## src/sv/pcf_pkg.sv

```systemverilog
package pcf_pkg;

    // operation codes carried on s_tuser
    localparam logic [1:0] OP_SIG   = 2'd0;
    localparam logic [1:0] OP_START = 2'd1;
    localparam logic [1:0] OP_DATA  = 2'd2;
    localparam logic [1:0] OP_NONE  = 2'd3;

    localparam int unsigned TYPE_W = 32;
    localparam int unsigned LEN_W  = 31;
    localparam int unsigned BYTE_W = 8;
    localparam int unsigned IDX_W  = 4;   // up to twelve bytes per item

    localparam logic [31:0] CRC_POLY = 32'hEDB8_8320;
    localparam logic [31:0] CRC_INIT = 32'hFFFF_FFFF;

    typedef struct packed {
        logic [1:0]        op;
        logic [TYPE_W-1:0] chunk_type;
        logic [LEN_W-1:0]  data_length;
        logic [BYTE_W-1:0] data_byte;
    } item_t;

    typedef struct packed {
        logic [BYTE_W-1:0] data;
        logic              last;
    } beat_t;

    // reflected CRC-32, one byte folded in
    function automatic logic [31:0] crc_fold(input logic [31:0] c_in,
                                             input logic [7:0]  b);
        logic [31:0] c;
        c = c_in ^ {24'd0, b};
        for (int k = 0; k < 8; k++) begin
            if (c[0]) begin
                c = (c >> 1) ^ CRC_POLY;
            end else begin
                c = c >> 1;
            end
        end
        return c;
    endfunction

    // big-endian byte k of a word (k = 0 is the most significant)
    function automatic logic [7:0] be_byte(input logic [31:0] w,
                                           input logic [1:0]  k);
        logic [7:0] r;
        case (k)
            2'd0:    r = w[31:24];
            2'd1:    r = w[23:16];
            2'd2:    r = w[15:8];
            default: r = w[7:0];
        endcase
        return r;
    endfunction

    function automatic logic [7:0] sig_byte(input logic [2:0] i);
        logic [7:0] r;
        case (i)
            3'd0:    r = 8'd137;
            3'd1:    r = 8'd80;
            3'd2:    r = 8'd78;
            3'd3:    r = 8'd71;
            3'd4:    r = 8'd13;
            3'd5:    r = 8'd10;
            3'd6:    r = 8'd26;
            default: r = 8'd10;
        endcase
        return r;
    endfunction

endpackage

```

## src/sv/png_chunk_framer_crc32_top.sv

```systemverilog
// Channel | Dir | Beat contents
// s_      | in  | tuser: op[1:0]; tdata: chunk_type[31:0], data_length[62:32],
//         |     |        data_byte[70:63], zero pad [71]
// m_      | out | tdata: out_byte[7:0]; tlast: last byte caused by an input beat
//
// Bytes go out one per cycle unless m_ stalls; an input beat stays in the
// holding register until every byte it causes is out (1 for a data byte, 5 when
// it closes the chunk, 8 for signature or chunk start, 12 for a zero-length
// start). Beats causing nothing are dropped. Data bytes stream back to back.
// Reset: synchronous, active-low aresetn; CRC returns to all ones, no chunk open.
// A stall on m_ holds the output register and backs up into s_tready.
module png_chunk_framer_crc32_top
    import pcf_pkg::*;
(
    input  logic        aclk,
    input  logic        aresetn,
    input  logic        s_tvalid,
    output logic        s_tready,
    input  logic [1:0]  s_tuser,   // op
    input  logic [71:0] s_tdata,   // chunk_type, data_length, data_byte, pad
    output logic        m_tvalid,
    input  logic        m_tready,
    output logic [7:0]  m_tdata,   // out_byte
    output logic        m_tlast
);

    item_t in_item;
    beat_t beat;
    logic  beat_valid;
    logic  slot_free;

    // unpack the input beat; bit 71 is padding
    assign in_item.op          = s_tuser;
    assign in_item.chunk_type  = s_tdata[31:0];
    assign in_item.data_length = s_tdata[62:32];
    assign in_item.data_byte   = s_tdata[70:63];

    // holding register, chunk state, CRC and byte selection
    pcf_emitter u_emitter (
        .aclk       (aclk),
        .aresetn    (aresetn),
        .in_valid   (s_tvalid),
        .in_ready   (s_tready),
        .in_item    (in_item),
        .slot_free  (slot_free),
        .beat_valid (beat_valid),
        .beat       (beat)
    );

    // output register toward m_
    pcf_out_reg u_out_reg (
        .aclk       (aclk),
        .aresetn    (aresetn),
        .beat_valid (beat_valid),
        .beat       (beat),
        .slot_free  (slot_free),
        .m_tvalid   (m_tvalid),
        .m_tready   (m_tready),
        .m_tdata    (m_tdata),
        .m_tlast    (m_tlast)
    );

endmodule

```

## src/sv/pcf_emitter.sv

```systemverilog
module pcf_emitter
    import pcf_pkg::*;
(
    input  logic  aclk,
    input  logic  aresetn,
    input  logic  in_valid,
    output logic  in_ready,
    input  item_t in_item,
    input  logic  slot_free,
    output logic  beat_valid,
    output beat_t beat
);

    logic              h_valid_reg, h_valid_next;
    item_t             h_item_reg;
    logic [IDX_W-1:0]  idx_reg, idx_next;
    logic [31:0]       crc_reg, crc_next;
    logic [LEN_W-1:0]  left_reg, left_next;
    logic              open_reg, open_next;

    logic [IDX_W-1:0]  n_bytes;
    logic [1:0]        idx_m1;
    logic              last_idx;
    logic              emit;
    logic              done;
    logic              load;
    logic [7:0]        out_b;
    logic [7:0]        type_b;

    assign idx_m1   = idx_reg[1:0] - 2'd1;
    assign last_idx = (idx_reg == n_bytes - IDX_W'(1));
    assign emit     = h_valid_reg && (n_bytes != '0) && slot_free;
    assign done     = h_valid_reg && ((n_bytes == '0) || (emit && last_idx));
    assign in_ready = !h_valid_reg || done;
    assign load     = in_valid && in_ready;
    assign type_b   = be_byte(h_item_reg.chunk_type, idx_reg[1:0]);

    // bytes caused by the held item, and the byte at the current index
    always_comb begin
        n_bytes = '0;
        out_b   = '0;
        unique case (h_item_reg.op)
            OP_SIG: begin
                n_bytes = IDX_W'(8);
                out_b   = sig_byte(idx_reg[2:0]);
            end
            OP_START: begin
                n_bytes = (h_item_reg.data_length == '0) ? IDX_W'(12) : IDX_W'(8);
                if (idx_reg < IDX_W'(4)) begin
                    out_b = be_byte({1'b0, h_item_reg.data_length}, idx_reg[1:0]);
                end else if (idx_reg < IDX_W'(8)) begin
                    out_b = type_b;
                end else begin
                    out_b = be_byte(~crc_reg, idx_reg[1:0]);
                end
            end
            OP_DATA: begin
                if (open_reg) begin
                    n_bytes = (left_reg <= LEN_W'(1)) ? IDX_W'(5) : IDX_W'(1);
                end
                if (idx_reg == '0) begin
                    out_b = h_item_reg.data_byte;
                end else begin
                    out_b = be_byte(~crc_reg, idx_m1);
                end
            end
            OP_NONE: begin
                n_bytes = '0;
            end
            default: begin
                n_bytes = '0;
            end
        endcase
    end

    assign beat_valid = emit;
    assign beat.data  = out_b;
    assign beat.last  = last_idx;

    always_comb begin
        h_valid_next = h_valid_reg;
        idx_next     = idx_reg;
        crc_next     = crc_reg;
        left_next    = left_reg;
        open_next    = open_reg;

        if (done) begin
            h_valid_next = 1'b0;
            idx_next     = '0;
        end else if (emit) begin
            idx_next = idx_reg + IDX_W'(1);
        end
        if (load) begin
            h_valid_next = 1'b1;
        end

        if (emit && h_item_reg.op == OP_START) begin
            // CRC over the type bytes as they go out
            if (idx_reg == IDX_W'(4)) begin
                crc_next = crc_fold(CRC_INIT, type_b);
            end else if (idx_reg >= IDX_W'(5) && idx_reg <= IDX_W'(7)) begin
                crc_next = crc_fold(crc_reg, type_b);
            end
            if (last_idx) begin
                if (h_item_reg.data_length == '0) begin
                    crc_next  = CRC_INIT;
                    open_next = 1'b0;
                    left_next = '0;
                end else begin
                    open_next = 1'b1;
                    left_next = h_item_reg.data_length;
                end
            end
        end

        if (emit && h_item_reg.op == OP_DATA) begin
            if (idx_reg == '0) begin
                crc_next  = crc_fold(crc_reg, h_item_reg.data_byte);
                left_next = left_reg - LEN_W'(1);
            end else if (last_idx) begin
                crc_next  = CRC_INIT;
                open_next = 1'b0;
                left_next = '0;
            end
        end
    end

    always_ff @(posedge aclk) begin
        if (!aresetn) begin
            h_valid_reg <= 1'b0;
            idx_reg     <= '0;
            crc_reg     <= CRC_INIT;
            left_reg    <= '0;
            open_reg    <= 1'b0;
        end else begin
            h_valid_reg <= h_valid_next;
            idx_reg     <= idx_next;
            crc_reg     <= crc_next;
            left_reg    <= left_next;
            open_reg    <= open_next;
        end
    end

    always_ff @(posedge aclk) begin
        if (load) begin
            h_item_reg <= in_item;
        end
    end

`ifndef SYNTHESIS
    a_closed_no_count: assert property (@(posedge aclk) disable iff (!aresetn)
        !open_reg |-> left_reg == '0)
        else $error("bytes_left nonzero with no open chunk");

    a_idx_range: assert property (@(posedge aclk) disable iff (!aresetn)
        idx_reg < IDX_W'(12))
        else $error("byte index out of range");

    a_zero_left_closing: assert property (@(posedge aclk) disable iff (!aresetn)
        (open_reg && left_reg == '0) |->
            (h_valid_reg && h_item_reg.op == OP_DATA && idx_reg != '0))
        else $error("open chunk with no bytes left outside CRC trailer");

    a_idx_clears: assert property (@(posedge aclk) disable iff (!aresetn)
        done |=> idx_reg == '0)
        else $error("index not cleared after item");
`endif

endmodule

```

## src/sv/pcf_out_reg.sv

```systemverilog
module pcf_out_reg
    import pcf_pkg::*;
(
    input  logic       aclk,
    input  logic       aresetn,
    input  logic       beat_valid,
    input  beat_t      beat,
    output logic       slot_free,
    output logic       m_tvalid,
    input  logic       m_tready,
    output logic [7:0] m_tdata,
    output logic       m_tlast
);

    logic  valid_reg, valid_next;
    beat_t beat_reg;

    assign slot_free  = !valid_reg || m_tready;
    assign valid_next = slot_free ? beat_valid : valid_reg;

    always_ff @(posedge aclk) begin
        if (!aresetn) begin
            valid_reg <= 1'b0;
        end else begin
            valid_reg <= valid_next;
        end
    end

    always_ff @(posedge aclk) begin
        if (slot_free && beat_valid) begin
            beat_reg <= beat;
        end
    end

    assign m_tvalid = valid_reg;
    assign m_tdata  = beat_reg.data;
    assign m_tlast  = beat_reg.last;

`ifndef SYNTHESIS
    a_take_beat: assert property (@(posedge aclk) disable iff (!aresetn)
        (slot_free && beat_valid) |=> m_tvalid)
        else $error("offered beat not registered");

    a_drain: assert property (@(posedge aclk) disable iff (!aresetn)
        (m_tvalid && m_tready && !beat_valid) |=> !m_tvalid)
        else $error("output valid without a new beat");

    a_no_take_when_full: assert property (@(posedge aclk) disable iff (!aresetn)
        (m_tvalid && !m_tready) |-> !slot_free)
        else $error("slot reported free while stalled");
`endif

endmodule

```

## config.mk

```make
export PLATFORM = sky130hd
export DESIGN_NAME = png_chunk_framer_crc32_top
export DESIGN_NICKNAME = d
export VERILOG_FILES = /design/src/sv/pcf_pkg.sv /design/src/sv/png_chunk_framer_crc32_top.sv /design/src/sv/pcf_emitter.sv /design/src/sv/pcf_out_reg.sv
export SDC_FILE = /design/constraint.sdc
export NUM_CORES = 1
export LEC_CHECK = 0
export BUFFER_PORTS_ARGS = -buffer_cell sky130_fd_sc_hd__clkbuf_2
export CAP_MARGIN = 10
export CORE_MARGIN = 3
export CORE_UTILIZATION = 45
export CTS_CLUSTER_SIZE = 10
export DETAILED_ROUTE_END_ITERATION = 10
export GPL_TIMING_DRIVEN = 0
export MAX_ROUTING_LAYER = met4
export PLACE_DENSITY = 0.64
export SYNTH_ARGS = -nofsm -noshare
export SYNTH_HDL_FRONTEND = slang
export SYNTH_SLANG_ARGS = --single-unit
```

## constraint.sdc

```tcl
create_clock -name aclk -period 6.65 [get_ports aclk]
set_clock_uncertainty 0.2 [all_clocks]
set_input_delay 1.33 -clock aclk [delete_from_list [all_inputs] [get_ports aclk]]
set_output_delay 1.33 -clock aclk [all_outputs]
set_load 0.02 [all_outputs]
```

==> results.md, run 1 <==
* Cells after Synth at 1066
* Family with the most delay on the worst path: simple AND/OR/NAND/NOR gates
* Area Overhead vs Synth at 14.8%
* Worst path max stage delay at 0.59 ns
* Post-synth net total at 1153
* Hold Path Class: register to register
* Hold path depth at 2
* Pre-Repair DR Iteration Count at 6
* Yosys top cell area share at 0.249
* Critical path arrival at 4.42 ns
* Footprint of the multi-input gates at 5650 sq um
* Crit-path max FO at 9
* YS warnings at 0
* Final instance count without filler cells at 1463
* Final #Nets at 1262
* Most common cell after layout, fill and taps aside: xnor2_1
* Std cell rows at 53
* Worst-Skew Late Latency at 0.44 ns
* Met1 usage at 0.423
* VDD IR max at 0.156 mV
* CTS Buffer Depth at 2
* RSZ-0062 raised after global routing: no
* Port Buffers at 87
* Max cap viols at 0
* Commonest register cell after synthesis: edfxtp_1
* Synth unique cells at 69
* Cell taking the most area after synthesis: edfxtp_1
* Worst Hold End: u_emitter.left_reg[17]$_SDFF_PN0_
* Critical path endpoint category: output port
* Flop-to-flop setup slack at 1.01 ns
* Rel. slew slack at 0.141
* Status: finished clean
* Critical path required time at 5.12 ns
* PD cells at 235 nW/um^2
* Initial drt markers at 1220
* Final cycle utilization of the critical path at 0.894
* Top cells by area, synth: edfxtp_1 25%, dfxtp_1 14%, xnor2_1 13%
* Hold_buf cts at 0
* Buf/Inv on CP at 2
* Critical Path, Cell by Cell: or2_2, or4_1, nor4_1, nand3_1, o21ai_0, o21ai_0, ha_1, xnor2_1, xnor2_1, o211ai_1, nor2_1, nor2_1, inv_1, clkbuf_2
* Drt total wl at 35300 um
* Setup violators final at 0
* Fraction of registers with async set/reset at 0
* TritonCTS buffer count at 17
* Max FFs per register at 73
* Reg2Reg Launch Point: u_emitter.left_reg[21]$_SDFF_PN0_
* Via density at 6.17
* Die width at 154 um
* Post-Place Cell Area at 10700 sq um
* Global Route met3 Usage at 0.0596
* R2R Path End: u_emitter.left_reg[26]$_SDFF_PN0_
* Wire length per cell at 24.1 um
* Fill cells at 1959
* Detail Route Antenna Nets at 0
* Worst-margin pin slew at 1.28 ns
* Die height at 154 um
* I/O Pins at 89
* Number of synthesized register bits at 152
* Residual DRC at 0
* Post-synth EDFFs at 82
* Most used routing layer: met2
* Routed via count at 9025
* Max Clk Rate at 168 MHz
* Most frequent cells in the layout: 142 x xnor2_1, 106 x nand2_1, 87 x clkbuf_2
* First-pass GRT wire length at 53300 um
* Post-Synthesis Cell Area at 9890 sq um
* Layout cells sized above 1 at 0.139
* Hold Startpoint: u_emitter.left_reg[17]$_SDFF_PN0_
* Syn Area/Cell at 9.27 sq um
* Final hold viol count at 0
* LEAKAGE at 4.15 nW
* Worst Reg-to-Reg Cells at 16
* HPWL after DPL at 26500 um
* Placed cells at 1430
* Register Area at 3860 sq um
* Initial core utilization at 0.464
* Core Box Area at 21300 sq um
* Setup crit start kind: register
* CTS sink cnt at 152
* TNS Setup at 0 ns
* Met2 Usage GRT at 0.438
* Largest net degree at the start of global routing at 39
* Antenna violations before repair at 0
* Slew Limit Fails at 0
* Gr ovfl total at 0
* Worst-path clk slew at 0.08 ns
* CTS tree: built
* Clk root buf: clkbuf_16
* Crit Path Class: register to output port
* Final instance area at 11300 sq um
* Postcts setup bufs at 0
* Min Tclk post-route at 5.95 ns
* Antenna diodes at 0
* CP max-delay cell: nor4_1
* Cts repair resizes at 0
* Sequential share of the synthesized area at 0.391
* Vias in the first global route at 8662
* Placer congestion estimate at 1.01
* Die area at 23800 sq um
* CTS H-tree lvls at 4
* Tot GR Track Use at 0.302
## synthesized netlist by cell type (20+ instances only)
| library cell | count |
|---|---|
| o21ai_0 | 72 |
| clkbuf_1 | 54 |
| edfxtp_1 | 82 |
| o211ai_1 | 26 |
| xor2_1 | 48 |
| inv_1 | 20 |
| nand2_1 | 106 |
| xnor2_1 | 142 |
| dfxtp_1 | 70 |
| o22ai_1 | 24 |
| nor2_1 | 80 |
| a21oi_1 | 71 |
## report_power, final
| group | leakage, nW | total (mW) | switching [mW] | internal, mW |
|---|---|---|---|---|
| Combinational | 2.49 | 0.578 | 0.335 | 0.243 |
| Sequential | 1.35 | 1.05 | 0.0277 | 1.03 |
| Clock | 0.303 | 1.04 | 0.513 | 0.523 |
| Total | 4.15 | 2.67 | 0.875 | 1.79 |
## through the flow
stage / utilization / setup WS, ns / hold WS (ns) / power (mW)
floorplan: - / 1.26 / 0.227 / 1.48
global placement: 0.501 / -0.113 / 0.241 / 1.63
detailed placement: 0.503 / 1.24 / 0.254 / 1.64
CTS: 0.533 / 0.789 / 0.265 / 2.66
global route: 0.533 / 0.371 / 0.287 / 2.75
finish: 0.533 / 0.704 / 0.270 / 2.67
## per-layer routing
metal	share of wire	vias up
met3	0.10	85
met1	0.42	4265
met5	0	-
met2	0.44	573
li1	-	4102
met4	0.034	0
## final cells by class
cell class / count / area share
Sequential cell: 152 / 0.341
Buffer: 73 / 0.0258
Tap cell: 275 / 0.0303
Clock inverter: 15 / 0.0175
Multi-Input combinational cell: 818 / 0.498
Clock buffer: 17 / 0.0375
Inverter: 23 / 0.00761
Timing Repair Buffer: 90 / 0.0426
## worst max path at each step
| stage | startpoint | to | slack (ns) | cells past startpoint |
|---|---|---|---|---|
| 2_1_floorplan | u_emitter.left_reg[21]$_SDFF_PN0_ | u_emitter.h_item_reg[0]$_DFFE_PP_ | 1.26 | 13 |
| 3_3_place_gp | u_emitter.left_reg[21]$_SDFF_PN0_ | u_emitter.h_item_reg[2]$_DFFE_PP_ | -0.11 | 13 |
| 3_5_place_dp | u_emitter.left_reg[21]$_SDFF_PN0_ | u_emitter.left_reg[26]$_SDFF_PN0_ | 1.24 | 16 |
| 4_1_cts | u_emitter.left_reg[21]$_SDFF_PN0_ | s_tready | 0.79 | 14 |
| 5_1_grt | u_emitter.left_reg[3]$_SDFF_PN0_ | s_tready | 0.37 | 14 |
| 6_report | u_emitter.left_reg[21]$_SDFF_PN0_ | s_tready | 0.70 | 14 |
## kinds of logic (layout without fill, tap and decap cells)
logic type,count (synthesis),count (layout),share of synthesized area
XOR/XNOR,209,209,0.212
AO/OA/AOI/OAI,319,319,0.216
AND/OR/NAND/NOR,273,273,0.124
buffers and inverters,96,218,0.0383
flip-flops,152,152,0.391
adder cells (fa/ha/maj),9,9,0.0114
multiplexers,8,8,0.00810
## worst reg2reg max path, delay by kind of cell (launching register included)
kind / cells / cell delay (ns)
AND/OR/NAND/NOR: 7 / 3.13
AO/OA/AOI/OAI: 5 / 0.90
buffers and inverters: 1 / 0.49
flip-flops: 1 / 0.33
XOR/XNOR: 2 / 0.31
adder cells (fa/ha/maj): 1 / 0.25
No activity file was read; power rests on OpenSTA's default activity.
==> run 2, diff against run 1 <==
--- a/config.mk
+++ b/config.mk
@@ -14,6 +14,7 @@
 export GPL_TIMING_DRIVEN = 0
 export MAX_ROUTING_LAYER = met4
 export PLACE_DENSITY = 0.64
+export RECOVER_POWER = 50
 export SYNTH_ARGS = -nofsm -noshare
 export SYNTH_HDL_FRONTEND = slang
 export SYNTH_SLANG_ARGS = --single-unit
==> run 2 against run 1 <==
Compared with the run above:
- worst hold slack lost 0.00059 ns
- via count shrank 0.45%
- routed wire length shrank 0.41%
- die area is the same
- register-to-register slack is essentially flat
- combinational power is essentially flat
- worst setup slack gained 0.036 ns
- largest power group unchanged
==> results.md, run 2 (synthesized netlist as in run 1, its figures left out) <==
* Clk root buf: clkbuf_16
* Wire length per cell at 24.0 um (-0.41%)
* Largest net degree at the start of global routing at 39 (unchanged)
* Fill cells at 1966 (+0.36%)
* Die height at 154 um (unchanged)
* I/O Pins at 89 (unchanged)
* Max Clk Rate at 169 MHz (+0.60%)
* Postcts setup bufs at 0 (unchanged)
* Initial drt markers at 1201 (-1.6%)
* CTS Buffer Depth at 2 (unchanged)
* Core Box Area at 21300 sq um (unchanged)
* CTS sink cnt at 152 (unchanged)
* Area Overhead vs Synth at 14.5%
* Slew Limit Fails at 0 (unchanged)
* Crit Path Class: register to output port
* Min Tclk post-route at 5.91 ns (-0.0356 ns)
* Std cell rows at 53 (unchanged)
* Worst-margin pin slew at 1.26 ns (-0.0192 ns)
* HPWL after DPL at 26500 um (unchanged)
* Critical path arrival at 4.38 ns (-0.04 ns)
* Worst-path clk slew at 0.08 ns (about the same)
* Critical Path, Cell by Cell: or2_2, or4_1, nor4_1, nand3_1, o21ai_0, o21ai_0, ha_1, xnor2_1, xnor2_1, o211ai_1, nor2_1, nor2_1, inv_1, clkbuf_2
* Antenna diodes at 0 (unchanged)
* VDD IR max at 0.153 mV (-1.5%)
* Post-Place Cell Area at 10700 sq um (unchanged)
* Placer congestion estimate at 1.01 (unchanged)
* Critical path required time at 5.12 ns (about the same)
* Die width at 154 um (unchanged)
* Routed via count at 8984 (-0.45%)
* Tot GR Track Use at 0.302 (unchanged)
* Via density at 6.14 (-0.45%)
* Most frequent cells in the layout: 142 x xnor2_1, 106 x nand2_1, 82 x edfxtp_1
* Hold_buf cts at 0 (unchanged)
* Worst path max stage delay at 0.61 ns (+0.02 ns)
* Footprint of the multi-input gates at 5640 sq um (-0.13%)
* Pre-Repair DR Iteration Count at 8 (+2)
* Setup crit start kind: register
* CTS H-tree lvls at 4 (unchanged)
* CTS tree: built
* Most common cell after layout, fill and taps aside: xnor2_1
* Drt total wl at 35100 um (-0.41%)
* Port Buffers at 87 (unchanged)
* Antenna violations before repair at 0 (unchanged)
* Detail Route Antenna Nets at 0 (unchanged)
* Cts repair resizes at 0 (unchanged)
* Flop-to-flop setup slack at 1.00 ns (about the same)
* Die area at 23800 sq um (unchanged)
* Final cycle utilization of the critical path at 0.889 (-0.00536)
* CP max-delay cell: nor4_1
* TritonCTS buffer count at 17 (unchanged)
* Vias in the first global route at 8662 (unchanged)
* LEAKAGE at 4.10 nW (-1.1%)
* Worst-Skew Late Latency at 0.44 ns (about the same)
* Final instance area at 11300 sq um (-0.26%)
* Final hold viol count at 0 (unchanged)
* Worst hold margin at 0.270 ns (-0.000588 ns)
* Gr ovfl total at 0 (unchanged)
* Final #Nets at 1262 (unchanged)
* Critical path endpoint category: output port
* RSZ-0062 raised after global routing: no
* Residual DRC at 0 (unchanged)
* Setup violators final at 0 (unchanged)
* Max cap viols at 0 (unchanged)
* Initial core utilization at 0.464 (unchanged)
* PD cells at 235 nW/um^2 (+0.11%)
* Register Area at 3860 sq um (unchanged)
* Rel. slew slack at 0.154 (+0.0129)
* Hold Path Class: register to register
* Max FFs per register at 73 (unchanged)
* Status: finished clean
* Layout cells sized above 1 at 0.127 (-0.0118)
* First-pass GRT wire length at 53300 um (unchanged)
* Crit-path max FO at 9 (unchanged)
run 2: cell count changes in the layout (fill, tap and decap cells not counted):
cell | previous run | this run
clkbuf_1 | 54 | 67
clkbuf_2 | 87 | 75
buf_6 | 1 | 0
nor2b_1 | 9 | 10
nor2b_4 | 1 | 0
run 2: final timing paths:
path | startpoint | endpoint | depth (start not counted)
min | u_emitter.left_reg[17]$_SDFF_PN0_ | u_emitter.left_reg[17]$_SDFF_PN0_ | 2
max | u_emitter.left_reg[21]$_SDFF_PN0_ | s_tready | 14
min reg2reg | u_emitter.left_reg[17]$_SDFF_PN0_ | u_emitter.left_reg[17]$_SDFF_PN0_ | 2
max reg2reg | u_emitter.left_reg[21]$_SDFF_PN0_ | u_emitter.left_reg[25]$_SDFF_PN0_ | 16
run 2: cell type report:
class / instances / share of cell area
clock inverter: 15 / 0.0176
tap: 275 / 0.0304
clock buffer: 17 / 0.0376
multi-input combinational: 818 / 0.499
buffer: 73 / 0.0252
timing repair buffer: 90 / 0.0414
inverter: 23 / 0.00763
sequential: 152 / 0.341
run 2: layer usage:
layer	global-route usage	share of wire	up-vias	routed length, um
met5	-	0	-	0
met4	0.108	0.035	0	1220
met1	0.423	0.42	4260	14900
met2	0.438	0.44	542	15600
li1	-	-	4101	-
met3	0.0596	0.098	81	3440
run 2: critical path: cells and delay by family, from the launching register on:
family / cells / cell delay (ns)
XOR/XNOR: 2 / 0.31
adder cells (fa/ha/maj): 1 / 0.25
AO/OA/AOI/OAI: 3 / 0.64
AND/OR/NAND/NOR: 6 / 2.18
flip-flops: 1 / 0.33
buffers and inverters: 2 / 0.23
run 2: where the power goes:
group	internal (mW)	total, mW	switching [mW]
sequential	1.03	1.05	0.0276
clock	0.523	1.04	0.512
combinational	0.241	0.575	0.333
run 2: through the flow:
step / utilization / power, mW / cells / worst slack, ns / setup TNS [ns]
floorplan: - / 1.48 / 1066 / 1.26 / 0
global placement: 0.501 / 1.63 / 1428 / -0.113 / -7.52
detailed placement: 0.503 / 1.64 / 1430 / 1.24 / 0
CTS: 0.533 / 2.66 / 1462 / 0.789 / 0
global route: 0.532 / 2.75 / 1463 / 0.425 / 0
finish: 0.532 / 2.66 / 1463 / 0.740 / 0
